**src/rbf_pkg.sv**
```systemverilog
// ----------------------------------------------------------------------------
// rbf_pkg
// Shared types and codes of the receive byte FIFO with line reader.
// ----------------------------------------------------------------------------
package rbf_pkg;

   localparam int MODE_W      = 2;
   localparam int BYTE_W      = 8;
   localparam int COUNT_W     = 7;
   localparam int KIND_W      = 3;
   localparam int FILL_W      = 8;
   localparam int LEN_W       = 10;
   localparam int LIMIT_W     = 11;
   localparam int REQ_TDATA_W = 16;
   localparam int RSP_TDATA_W = 32;

   localparam logic [MODE_W-1:0] MODE_PUSH  = 2'd0;
   localparam logic [MODE_W-1:0] MODE_BURST = 2'd1;
   localparam logic [MODE_W-1:0] MODE_CLEAR = 2'd2;
   localparam logic [MODE_W-1:0] MODE_LINE  = 2'd3;

   localparam logic [KIND_W-1:0] KIND_ACK       = 3'd0;
   localparam logic [KIND_W-1:0] KIND_DATA      = 3'd1;
   localparam logic [KIND_W-1:0] KIND_LINE_CHAR = 3'd2;
   localparam logic [KIND_W-1:0] KIND_LINE_END  = 3'd3;
   localparam logic [KIND_W-1:0] KIND_DISCARD   = 3'd4;

   localparam logic [BYTE_W-1:0] CH_CR = 8'h0D;
   localparam logic [BYTE_W-1:0] CH_LF = 8'h0A;

   localparam logic [LIMIT_W-1:0] LINE_LIMIT_RESET = 11'd128;

   typedef struct packed {
      logic [MODE_W-1:0]  mode;
      logic [BYTE_W-1:0]  data;
      logic [COUNT_W-1:0] count;
   } cmd_type;

   typedef struct packed {
      logic [KIND_W-1:0] kind;
      logic [BYTE_W-1:0] data;
      logic              last;
      logic              dropped;
      logic [FILL_W-1:0] fill;
      logic [LEN_W-1:0]  len;
   } rsp_type;

endpackage

```
**src/rbf_front.sv**
```systemverilog
// ----------------------------------------------------------------------------
// rbf_front
// Accepts request beats, caps the burst count and queues the commands.
// ----------------------------------------------------------------------------
module rbf_front #(
   parameter int MAX_BURST = 64
) (
   input  logic                           clock,
   input  logic                           reset,
   input  logic                           req_valid,
   output logic                           req_ready,
   input  logic [rbf_pkg::MODE_W-1:0]     req_mode,
   input  logic [rbf_pkg::BYTE_W-1:0]     req_data,
   input  logic [rbf_pkg::COUNT_W-1:0]    req_count,
   output logic                           cmd_valid,
   output rbf_pkg::cmd_type               cmd,
   input  logic                           cmd_pop
);

   localparam logic [rbf_pkg::COUNT_W-1:0] BURST_CAP = rbf_pkg::COUNT_W'(MAX_BURST);

   rbf_pkg::cmd_type q_ff [2];
   rbf_pkg::cmd_type new_cmd;
   logic             wr_ff, wr_in;
   logic             rd_ff, rd_in;
   logic [1:0]       cnt_ff, cnt_in;
   logic             push;

   always_comb begin
      new_cmd.mode  = req_mode;
      new_cmd.data  = req_data;
      new_cmd.count = (req_count > BURST_CAP) ? BURST_CAP : req_count;
   end

   assign req_ready = (cnt_ff != 2'd2);
   assign push      = req_valid && req_ready;
   assign cmd_valid = (cnt_ff != 2'd0);
   assign cmd       = q_ff[rd_ff];

   always_comb begin
      wr_in  = wr_ff;
      rd_in  = rd_ff;
      cnt_in = cnt_ff;
      if (push) begin
         wr_in = ~wr_ff;
      end
      if (cmd_pop) begin
         rd_in = ~rd_ff;
      end
      if (push && !cmd_pop) begin
         cnt_in = cnt_ff + 2'd1;
      end else if (!push && cmd_pop) begin
         cnt_in = cnt_ff - 2'd1;
      end
   end

   always_ff @(posedge clock) begin
      if (reset) begin
         wr_ff  <= 1'b0;
         rd_ff  <= 1'b0;
         cnt_ff <= 2'd0;
      end else begin
         wr_ff  <= wr_in;
         rd_ff  <= rd_in;
         cnt_ff <= cnt_in;
      end
   end

   always_ff @(posedge clock) begin
      if (push) begin
         q_ff[wr_ff] <= new_cmd;
      end
   end

endmodule

```
**src/rbf_back.sv**
```systemverilog
// ----------------------------------------------------------------------------
// rbf_back
// Executes queued commands on the byte ring and drives the result register.
// ----------------------------------------------------------------------------
module rbf_back #(
   parameter int FIFO_DEPTH = 256,
   parameter int MAX_LINE   = 1024
) (
   input  logic                          clock,
   input  logic                          reset,
   input  logic                          cmd_valid,
   input  rbf_pkg::cmd_type              cmd,
   output logic                          cmd_pop,
   input  logic [rbf_pkg::LIMIT_W-1:0]   line_limit,
   output logic                          rsp_valid,
   input  logic                          rsp_ready,
   output rbf_pkg::rsp_type              rsp
);

   localparam int PW = $clog2(FIFO_DEPTH);
   localparam int MW = (PW > rbf_pkg::COUNT_W) ? PW : rbf_pkg::COUNT_W;
   localparam int IW = $clog2(MAX_LINE);
   localparam int LW = ($clog2(MAX_LINE + 1) > rbf_pkg::LIMIT_W) ?
                       $clog2(MAX_LINE + 1) : rbf_pkg::LIMIT_W;

   localparam logic [1:0] S_IDLE = 2'd0;
   localparam logic [1:0] S_EXEC = 2'd1;
   localparam logic [1:0] S_READ = 2'd2;
   localparam logic [1:0] S_EMIT = 2'd3;

   logic [rbf_pkg::BYTE_W-1:0] byte_store [FIFO_DEPTH];

   logic [1:0]                  state_ff, state_in;
   logic [PW-1:0]               wp_ff, wp_in;
   logic [PW-1:0]               rp_ff, rp_in;
   logic [IW-1:0]               idx_ff, idx_in;
   logic [rbf_pkg::COUNT_W-1:0] rem_ff, rem_in;
   rbf_pkg::cmd_type            cmd_ff, cmd_in;
   rbf_pkg::rsp_type            out_ff, out_in;
   logic                        out_valid_ff, out_valid_in;
   logic [rbf_pkg::BYTE_W-1:0]  rdata_ff;

   logic                        out_free;
   logic                        wr_en;
   logic                        emit;
   rbf_pkg::rsp_type            res;
   logic [PW-1:0]               fill_now;
   logic [PW-1:0]               fill_next;
   logic [MW-1:0]               fill_ext;
   logic [MW-1:0]               count_ext;
   logic [MW-1:0]               burst_n;
   logic [LW-1:0]               lim_ext;
   logic [LW-1:0]               lim_m1;

   function automatic logic [PW-1:0] wrap_next(input logic [PW-1:0] p);
      logic [PW-1:0] r;
      if (p == PW'(FIFO_DEPTH - 1)) begin
         r = '0;
      end else begin
         r = p + PW'(1);
      end
      return r;
   endfunction

   function automatic logic [PW-1:0] fill_of(input logic [PW-1:0] w, input logic [PW-1:0] r);
      logic [PW:0] diff;
      diff = {1'b0, w} - {1'b0, r};
      if (diff[PW]) begin
         diff = diff + (PW + 1)'(FIFO_DEPTH);
      end
      return diff[PW-1:0];
   endfunction

   assign fill_now  = fill_of(wp_ff, rp_ff);
   assign fill_ext  = MW'(fill_now);
   assign count_ext = MW'(cmd_ff.count);
   assign burst_n   = (count_ext < fill_ext) ? count_ext : fill_ext;

   // Clamp the line limit into [2, MAX_LINE]
   always_comb begin
      lim_ext = LW'(line_limit);
      if (lim_ext < LW'(2)) begin
         lim_ext = LW'(2);
      end else if (lim_ext > LW'(MAX_LINE)) begin
         lim_ext = LW'(MAX_LINE);
      end
      lim_m1 = lim_ext - LW'(1);
   end

   assign out_free = !out_valid_ff || rsp_ready;

   always_comb begin
      state_in     = state_ff;
      wp_in        = wp_ff;
      rp_in        = rp_ff;
      idx_in       = idx_ff;
      rem_in       = rem_ff;
      cmd_in       = cmd_ff;
      out_in       = out_ff;
      out_valid_in = out_valid_ff;
      cmd_pop      = 1'b0;
      wr_en        = 1'b0;
      emit         = 1'b0;
      res          = '0;
      res.kind     = rbf_pkg::KIND_ACK;
      res.last     = 1'b1;

      if (out_valid_ff && rsp_ready) begin
         out_valid_in = 1'b0;
      end

      case (state_ff)
         S_IDLE: begin
            if (cmd_valid) begin
               cmd_pop  = 1'b1;
               cmd_in   = cmd;
               state_in = S_EXEC;
            end
         end
         S_EXEC: begin
            if (out_free) begin
               case (cmd_ff.mode)
                  rbf_pkg::MODE_PUSH: begin
                     emit     = 1'b1;
                     state_in = S_IDLE;
                     if (wrap_next(wp_ff) == rp_ff) begin
                        res.dropped = 1'b1;
                     end else begin
                        wr_en = 1'b1;
                        wp_in = wrap_next(wp_ff);
                     end
                  end
                  rbf_pkg::MODE_CLEAR: begin
                     wp_in    = '0;
                     rp_in    = '0;
                     emit     = 1'b1;
                     state_in = S_IDLE;
                  end
                  rbf_pkg::MODE_BURST: begin
                     if (burst_n == '0) begin
                        emit     = 1'b1;
                        state_in = S_IDLE;
                     end else begin
                        rem_in   = rbf_pkg::COUNT_W'(burst_n);
                        state_in = S_READ;
                     end
                  end
                  default: begin
                     if (fill_now == '0) begin
                        emit     = 1'b1;
                        state_in = S_IDLE;
                     end else begin
                        state_in = S_READ;
                     end
                  end
               endcase
            end
         end
         S_READ: begin
            // byte at the read pointer lands in rdata_ff at this edge
            state_in = S_EMIT;
         end
         S_EMIT: begin
            if (out_free) begin
               emit  = 1'b1;
               rp_in = wrap_next(rp_ff);
               if (cmd_ff.mode == rbf_pkg::MODE_BURST) begin
                  res.kind = rbf_pkg::KIND_DATA;
                  res.data = rdata_ff;
                  res.last = (rem_ff == rbf_pkg::COUNT_W'(1));
                  rem_in   = rem_ff - rbf_pkg::COUNT_W'(1);
                  state_in = res.last ? S_IDLE : S_READ;
               end else begin
                  state_in = S_IDLE;
                  if (rdata_ff == rbf_pkg::CH_CR) begin
                     res.kind = rbf_pkg::KIND_ACK;
                  end else if (rdata_ff == rbf_pkg::CH_LF) begin
                     res.kind = rbf_pkg::KIND_LINE_END;
                     res.len  = rbf_pkg::LEN_W'(idx_ff);
                     idx_in   = '0;
                  end else if (LW'(idx_ff) < lim_m1) begin
                     res.kind = rbf_pkg::KIND_LINE_CHAR;
                     res.data = rdata_ff;
                     idx_in   = idx_ff + IW'(1);
                  end else begin
                     res.kind = rbf_pkg::KIND_DISCARD;
                  end
               end
            end
         end
         default: begin
            state_in = S_IDLE;
         end
      endcase

      fill_next = fill_of(wp_in, rp_in);
      if (emit) begin
         out_valid_in = 1'b1;
         out_in       = res;
         out_in.fill  = rbf_pkg::FILL_W'(fill_next);
      end
   end

   always_ff @(posedge clock) begin
      if (reset) begin
         state_ff     <= S_IDLE;
         wp_ff        <= '0;
         rp_ff        <= '0;
         idx_ff       <= '0;
         rem_ff       <= '0;
         out_valid_ff <= 1'b0;
      end else begin
         state_ff     <= state_in;
         wp_ff        <= wp_in;
         rp_ff        <= rp_in;
         idx_ff       <= idx_in;
         rem_ff       <= rem_in;
         out_valid_ff <= out_valid_in;
      end
   end

   always_ff @(posedge clock) begin
      cmd_ff <= cmd_in;
      out_ff <= out_in;
   end

   always_ff @(posedge clock) begin
      if (wr_en) begin
         byte_store[wp_ff] <= cmd_ff.data;
      end
      rdata_ff <= byte_store[rp_ff];
   end

   assign rsp_valid = out_valid_ff;
   assign rsp       = out_ff;

endmodule

```
**src/rx_byte_fifo_line_reader_unit.sv**
```systemverilog
// ----------------------------------------------------------------------------
// rx_byte_fifo_line_reader_unit
// Receive byte ring FIFO with burst read, clear and a CR/LF line reader.
// ----------------------------------------------------------------------------
// Channel  Dir  Signals                         Contents
// req      in   req_tvalid/tready/tdata/tuser   request: mode, byte, burst count
// rsp      out  rsp_tvalid/tready/tdata/tuser   result: kind, byte, fill, length
// csr      in   csr_wr_en/csr_wr_data           line_limit register
//
// Push, clear and any request that finds the FIFO empty pass from the command queue through
// the idle and execute states to the result register; a line pop adds a read and an emit state,
// and a burst read passes through both once per byte, as the byte store read is registered.
// A two-entry command queue keeps accepting while the executor runs.
// Reset is synchronous; the byte store itself is not cleared. A stalled result
// holds the executor, never the request side until the queue fills.
// ----------------------------------------------------------------------------
module rx_byte_fifo_line_reader_unit #(
   parameter int FIFO_DEPTH = 256,
   parameter int MAX_BURST  = 64,
   parameter int MAX_LINE   = 1024
) (
   input  logic                               clock,
   input  logic                               reset,
   input  logic                               req_tvalid,
   output logic                               req_tready,
   input  logic [rbf_pkg::REQ_TDATA_W-1:0]    req_tdata,  // data_in[7:0], read_limit[14:8]
   input  logic [rbf_pkg::MODE_W-1:0]         req_tuser,  // mode[1:0]
   output logic                               rsp_tvalid,
   input  logic                               rsp_tready,
   output logic [rbf_pkg::RSP_TDATA_W-1:0]    rsp_tdata,  // data_out[7:0], dropped[8],
                                                          // fill_count[16:9], line_length[26:17]
   output logic [rbf_pkg::KIND_W-1:0]         rsp_tuser,  // kind[2:0]
   output logic                               rsp_tlast,
   input  logic                               csr_wr_en,
   input  logic [rbf_pkg::LIMIT_W-1:0]        csr_wr_data
);

   logic [rbf_pkg::LIMIT_W-1:0] line_limit_ff, line_limit_in;
   logic                        cmd_valid;
   logic                        cmd_pop;
   rbf_pkg::cmd_type            cmd;
   rbf_pkg::rsp_type            rsp;
   // unused request padding bit
   logic                        unused_req_pad;

   assign line_limit_in = csr_wr_en ? csr_wr_data : line_limit_ff;

   always_ff @(posedge clock) begin
      if (reset) begin
         line_limit_ff <= rbf_pkg::LINE_LIMIT_RESET;
      end else begin
         line_limit_ff <= line_limit_in;
      end
   end

   rbf_front #(
      .MAX_BURST (MAX_BURST)
   ) u_front (
      .clock     (clock),
      .reset     (reset),
      .req_valid (req_tvalid),
      .req_ready (req_tready),
      .req_mode  (req_tuser),
      .req_data  (req_tdata[7:0]),
      .req_count (req_tdata[14:8]),
      .cmd_valid (cmd_valid),
      .cmd       (cmd),
      .cmd_pop   (cmd_pop)
   );

   rbf_back #(
      .FIFO_DEPTH (FIFO_DEPTH),
      .MAX_LINE   (MAX_LINE)
   ) u_back (
      .clock      (clock),
      .reset      (reset),
      .cmd_valid  (cmd_valid),
      .cmd        (cmd),
      .cmd_pop    (cmd_pop),
      .line_limit (line_limit_ff),
      .rsp_valid  (rsp_tvalid),
      .rsp_ready  (rsp_tready),
      .rsp        (rsp)
   );

   assign rsp_tuser = rsp.kind;
   assign rsp_tlast = rsp.last;
   assign rsp_tdata = {5'd0, rsp.len, rsp.fill, rsp.dropped, rsp.data};

   assign unused_req_pad = req_tdata[15];

endmodule

```
**config.mk**
```make
export PLATFORM = sky130hd
export DESIGN_NAME = rx_byte_fifo_line_reader_unit
export DESIGN_NICKNAME = d
export VERILOG_FILES = /design/src/rbf_pkg.sv /design/src/rbf_front.sv /design/src/rbf_back.sv /design/src/rx_byte_fifo_line_reader_unit.sv
export SDC_FILE = /design/constraint.sdc
export NUM_CORES = 2
export LEC_CHECK = 0
export ABC_AREA = 0
export BUFFER_PORTS_ARGS = -buffer_cell sky130_fd_sc_hd__buf_2
export CAP_MARGIN = 20
export CORE_MARGIN = 4
export CORE_UTILIZATION = 40
export CTS_CLUSTER_DIAMETER = 100
export DETAILED_ROUTE_END_ITERATION = 16
export GPL_ROUTABILITY_DRIVEN = 0
export PLACE_DENSITY = 0.53
export SLEW_MARGIN = 0
export SYNTH_ARGS = -nofsm -noshare
export SYNTH_HDL_FRONTEND = slang
export SYNTH_SLANG_ARGS = --single-unit
```
**constraint.sdc**
```tcl
create_clock -name clock -period 6.35 [get_ports clock]
set_input_delay 1.905 -clock clock [delete_from_list [all_inputs] [get_ports clock]]
set_output_delay 1.905 -clock clock [all_outputs]
set_load 0.02 [all_outputs]
```
Yosys cells after proc, flatten, opt, wreduce, memory -nomap -nowiden
Memories as Yosys holds them, arrays and structs flattened. A register that Yosys moved wholly into a read port is not among the register bits.
Index checks and enable logic that the tools add are counted.

word-level totals
  register bits after elaboration = 82
  RAM bits = 2,082
  bits of input ports = 34
  output and inout port bits = 38
  logic and storage cells = 153
  memories = 2

operators by class
  $add $sub $neg = 11
  magnitude comparators = 5
  equal/unequal tests = 18
  muxes and demuxes = 64
  bitwise operators = 7
  reduce and logical (&&, ||, !) cells = 28

memory list
  memory             words  width  rd ports  clocked after memory_dff  write ports  line             source
  u_back.byte_store  256    8      1         1                         1            rbf_back.sv:31   logic [rbf_pkg::BYTE_W-1:0] byte_store [FIFO_DEPTH];
  u_front.q_ff       2      17     1         1                         1            rbf_front.sv:22  rbf_pkg::cmd_type q_ff [2];

operator list
  operator                                                     number
  2-to-1 mux 8 bit                                             17
  2-to-1 mux 7 bit                                             6
  adder 8 x 1 -> 8 bit, second input constant                  4
  case mux 8 bit (2 select lines)                              2
  2-to-1 mux 11 bit                                            2
  2-to-1 mux 10 bit                                            2
  2-to-1 mux 2 bit                                             10
  2-to-1 mux 1 bit                                             18
  subtractor 8 x 8 -> 9 bit                                    2
  == test 8 x 4 -> 1 bit, second input constant                2
  == test 8 bit, second input constant                         2
  logical NOT 8 bit                                            2
  case mux 7 bit (2 select lines)                              1
  greater-than comparator 11 bit, second input constant        1
  less-than comparator 10 x 11 -> 1 bit                        1
  less-than comparator 11 x 2 -> 1 bit, second input constant  1
  subtractor 11 x 1 -> 11 bit, second input constant           1
  adder 10 x 1 -> 10 bit, second input constant                1
  nonzero test 2 bit                                           5
  OR reduction 5 bit                                           2
  2-to-1 mux 9 bit                                             1
  AND reduction 3 bit                                          3
  == test 8 bit                                                1
  less-than comparator 7 x 8 -> 1 bit                          1
  other kinds (23)                                             45

Logic depth before layout (Yosys ltp)
  depth after elaboration = 13
  depth in mapped cells = 20
  gate-level depth less buffers = 17

Cells and area by module
From an unflattened synthesis, not the netlist that was laid out.

second synthesis, totals
  cell total of the unflattened synthesis = 4,482
  area, all modules = 86,908.4 sq um

by module, submodules not included
  module                         times used  cells an instance  area each (sq um)  seq. area each (sq um)
  rbf_back                       1           4,357              84,981.5           63,821.2
  rbf_front                      1           84                 1,495.2            1,121.1
  rx_byte_fifo_line_reader_unit  1           41                 431.7              220.2

Worst setup path before layout
No wires, ideal clock.

  path kind = reg2reg
  from = reg u_back.rp_ff[1]
  to = reg u_back.out_ff (netlist bit u_back.rsp[0]), enable pin
  library setup time = 0.419 ns
  arrival = 5.313 ns
  required time = 5.931 ns
  slack = 0.618 ns
  cell stages (with the launch flop) = 17
  buffers on the path = 3
  period minus slack after synthesis = 5.732 ns
  cells stage by stage = dfxtp_1 > clkbuf_1 > clkbuf_1 > buf_1 > inv_1 > fa_1 > a211oi_1 > nor2_1 > o311ai_1 > inv_1 > ha_1 > nand3_1 > o21ai_0 > nand3_1 > and2_1 > o2111a_1 > nor2_1

on the way
  cells in the longest elaborated chain, start to end = 10
  elaborated cells between the ends (all ways) = 12
  those cells by class = add/sub (2); order compare (1); mux (7); reduce/logical (2)

RTL lines
  what                                 line             source
  start: declaration                   rbf_back.sv:35   logic [PW-1:0] rp_ff, rp_in;
  start signal: assignment             rbf_back.sv:215  rp_ff <= rp_in;
  subtractor 8 x 8 -> 9 bit *          rbf_back.sv:67   diff = {1'b0, w} - {1'b0, r};
  adder 8 x 1 -> 8 bit                 rbf_back.sv:69   diff = diff + (PW + 1)'(FIFO_DEPTH);
  2-to-1 mux 8 bit *                   rbf_back.sv:68   if (diff[PW]) begin
  less-than comparator 7 x 8 -> 1 bit  rbf_back.sv:77   assign burst_n = (count_ext < fill_ext) ? count_ext : fill_ext;
  2-to-1 mux 8 bit                     rbf_back.sv:77
  logical NOT 8 bit                    rbf_back.sv:140  if (burst_n == '0) begin
  2-to-1 mux 1 bit                     rbf_back.sv:140
  case mux 1 bit (2 select lines) *    rbf_back.sv:122  case (cmd_ff.mode)
  2-to-1 mux 1 bit *                   rbf_back.sv:121  if (out_free) begin
  case mux 1 bit (2 select lines) *    rbf_back.sv:112  case (state_ff)
  named net u_back.emit                rbf_back.sv:45   logic emit;
  end signal: assignment               rbf_back.sv:224  out_ff <= out_in;
  end: declaration                     rbf_back.sv:39   rbf_pkg::rsp_type out_ff, out_in;

Mark *: on every way through the listed nets, which the timed path passes. The rest lies on a longest branch.
A chain may end at the register's enable or synchronous reset.

Final worst setup path
  from = reg u_back.wp_ff[1]
  to = reg u_back.out_ff (netlist bit u_back.rsp[17]) (data pin)

on the way
  cells in the longest elaborated chain, start to end = 13
  elaborated cells between the ends (all ways) = 14
  those cells by class = add/sub (3); eq/ne (2); mux (9)

RTL lines
  what                                                          line                            source
  start: declaration                                            rbf_back.sv:34                  logic [PW-1:0] wp_ff, wp_in;
  start signal: assignment                                      rbf_back.sv:214                 wp_ff <= wp_in;
  adder 8 x 1 -> 8 bit / == test 8 bit (equally long branches)  rbf_back.sv:60, rbf_back.sv:57
  2-to-1 mux 8 bit *                                            rbf_back.sv:57                  if (p == PW'(FIFO_DEPTH - 1)) begin
  2-to-1 mux 8 bit                                              rbf_back.sv:122
  2-to-1 mux 8 bit                                              rbf_back.sv:121
  2-to-1 mux 8 bit                                              rbf_back.sv:112
  == test 8 bit                                                 rbf_back.sv:126                 if (wrap_next(wp_ff) == rp_ff) begin
  2-to-1 mux 8 bit *                                            rbf_back.sv:126
  case mux 8 bit (2 select lines) *                             rbf_back.sv:122
  2-to-1 mux 8 bit *                                            rbf_back.sv:121
  2-to-1 mux 8 bit *                                            rbf_back.sv:112
  named net u_back.wp_in[5]                                     rbf_back.sv:34
  subtractor 8 x 8 -> 9 bit *                                   rbf_back.sv:67
  adder 8 x 1 -> 8 bit                                          rbf_back.sv:69
  2-to-1 mux 8 bit *                                            rbf_back.sv:68
  named net u_back.fill_next[7]                                 rbf_back.sv:48                  logic [PW-1:0] fill_next;

Mark *: on every way through the listed nets, which the timed path passes. The rest lies on a longest branch. The select of a mux whose other input is x is not followed.

==> metrics.csv <==
metric,value,unit
netlist_top_cells_count,"edfxtp_1, mux4_2, nor2_1",
setup_tns,0,ps
yosysMostFrequentCell,edfxtp_1,
vias,42000,
hold_viol,0,
synth_ff_type,edfxtp_1,
fin_ws,1040,ps
drt_pass1_iterations,12,
die_x,471,µm
cts_setup_buffers,0,
cts.repair.resized,0,
slew_violations,0,
grt_start_max_net_pins,216,
cts_buffers,223,
syn_inst,4227,
yosysUniqueCellTypes,75,
synth_area,0.0858,mm²
synth_top_area_cell,edfxtp_1,
drive_gt1_frac,0.253,
crit_fanout,69,
critPathLaunchType,register,
path_clk_slew,60,ps
cap_violations,0,
dpl_cell_area,0.0902,mm²
worstSetupPathType,register to register,
min_period,5310,ps
worstMarginPinSlew,1460,ps
dpl_worst_slack,1080,ps
r2r_start,u_back.wp_ff[1],
final_antenna_net_count,0,
fin_area,0.0973,mm²
initial_utilization,0.404,
hold_path_class,register to register,
io-pin-count,72,
port_buffers,65,
die-area,0.222,mm²
first_global_vias,43600,
syn_to_final_growth,13.3,%
antenna_found_initial,3,
cp_num_buf_inv,1,
end_kind,register,
setup_viol,0,
wirelength,209000,µm
timing.final.crit_share,0.837,
cts_tree,yes,
multi_input_area,0.0198,mm²
fin_nets,4472,
num_rows,169,
initialDrtViolationCount,4024,
clkSinkCount,2189,
cpPeakStageDelay,590,ps
drt-vias-per-instance,5.68,
gr-total-overflow,0,
rsz0062_at_grt,false,
status,finished clean,
cts-hold-fix-buffers,0,
max-slew-margin-rel,0.0267,
synth_area_leaders,"edfxtp_1, mux4_2, dfxtp_1",
finalClockSkew,22.0,ps
cts_max_level,4,
die_y,471,µm
dp_hpwl,118000,µm
clkLatencyLatePin,840,ps
async_flop_share,0,
ys_warn_count,0,
seq_area,0.0652,mm²
worstSetupStartpoint,u_back.wp_ff[1],
grt_first_pass_wirelength,305000,µm
crit_top_cell,a21oi_1,
grt_use_total,0.187,
avgRoutedWirePerCell,28.3,µm
route.detailed.drc,0,
critical-path-slowest-cell,nand3_2,
hold_path_startpoint,u_back.rem_ff[6],
critPathArrivalTime,5900,ps
syn_area_per_cell,20.3,µm²
yosysTopAreaCellShare,0.745,
ys_seq_elements,2189,
cpLargestDelayFamily,compound AO/OA/AOI/OAI gates,
synth_edf_count,2130,
path_cells,ha_1 > nand3_2 > o211ai_1 > or4bb_1 > o2111a_1 > o31ai_4 > buf_12 > a21oi_1 > a21o_1 > ha_1 > or2_2 > a21oi_1 > a21oi_1 > xor2_1 > xnor2_1,
fmax,0.188,GHz
fillCellCount,18000,
yosysSeqAreaShare,0.759,
peakVddDrop,0.446,mV
clockBufferDepth,3,
core_area,0.213,mm²
cts_root_buffer,clkbuf_16,
p_leak,29.4,nW
cp.required,6940,ps
p_per_area,351,mW/mm²
tightest hold or removal path, delay by kind of cell, from the launching register on:
kind	cells	cell delay, ps
AOI/OAI and AO/OA	2	150
DFF	1	310
registers in the layout, indices dropped and copies added (netlist names):
register / cells
u_back.rdata_ff: 8
u_back.byte_store: 2048
u_back.rp_ff: 8
u_back.idx_ff: 10
u_back.rem_ff: 7
u_back.rsp: 31
u_back.wp_ff: 8
u_back.rsp_valid: 1
u_front.rd_ff: 1
line_limit_ff: 11
u_back.cmd_ff: 17
u_front.q_ff: 34
u_back.state_ff: 2
u_front.wr_ff: 1
u_front.cnt_ff: 2
kinds of logic (layout without fill, tap and decap cells):
kind of cell               after synthesis  count (layout)  share of synthesized area
AOI/OAI and AO/OA                      515             515                     0.0439
other                                    1               6                  0.0000437
DFF                                   2189            2189                      0.759
buffers and inverters                  322             671                     0.0157
muxes                                  546             546                      0.139
xor gates and xnor gates                36              36                    0.00367
and+or+nand+nor                        577             577                     0.0331
adders and majority gates               41              41                    0.00615
metal layers:
layer / track usage / up-vias / routed length (µm)
met5: 0 / - / 0
met4: 0.0452 / 0 / 4420
met3: 0.0358 / 280 / 12300
met2: 0.298 / 1163 / 100000
met1: 0.267 / 22500 / 92400
li1: - / 18100 / -
report_power, final:
group | total, mW | switching (mW) | leakage, nW | internal (mW)
registers | 17.8 | 0.192 | 19.7 | 17.6
clock network | 12.4 | 5.41 | 3.35 | 7.01
logic | 3.90 | 2.88 | 6.43 | 1.02
final timing paths:
check,endpoint,slack [ps],cells past startpoint
max,u_back.rsp[17],1040,15
min,u_back.rem_ff[6],510,2
max reg2reg,u_back.rsp[17],1040,15
min reg2reg,u_back.rem_ff[6],510,2
metrics by stage:
step	instances	util	total power [mW]	hold slack, ps
finish	7402	0.457	34.1	505
floorplan	4231	-	20.6	471
CTS	7380	0.457	34.5	506
global route	7402	0.457	35.4	544
detailed placement	6972	0.424	22.1	498
global placement	6968	0.424	22.0	482
final cells by class:
cell class | instances | area share
Clock inverter | 132 | 0.0104
Sequential cell | 2189 | 0.670
Antenna cell | 1 | 0.0000257
Tap cell | 2821 | 0.0363
Clock buffer | 276 | 0.0604
Inverter | 33 | 0.00127
Multi-Input combinational cell | 1720 | 0.203
Timing Repair Buffer | 230 | 0.0186
placed cells by master, fill, tap and decap left out, types with 10 or more instances in the layout:
cell       netlist  routed
buf_4            8     141
nor4_1         105      52
dfxtp_1         59      57
inv_1           33      33
a221oi_1        66      66
nand3_1         22      18
bufinv_16        0      12
a22o_1          65      65
xor2_1          19      19
clkinv_1         0      64
nor2_2          10      11
nor2b_1         16      16
mux2i_1         15      15
clkbuf_16        0     227
mux4_2         512     512
and3_1          18      18
nand4_1         11      11
clkbuf_1       150      48
o22ai_1         19      19
xnor2_1         17      17
clkinv_2         0      35
or3_1           13      13
a22oi_1        138     138
edfxtp_1      2130    2130
nand2_1         60      50
buf_12           0      19
and2_1          18      18
nor4_2           0      53
buf_2           71      65
o21ai_0         31      31
o221ai_1        24      24
a21oi_1        103     103
nor2_1         244     239
nor3_1          28      27
nand2_2          0      10
mux2_2          19      19
ha_1            39      39
(Power assumes the default switching activity.)
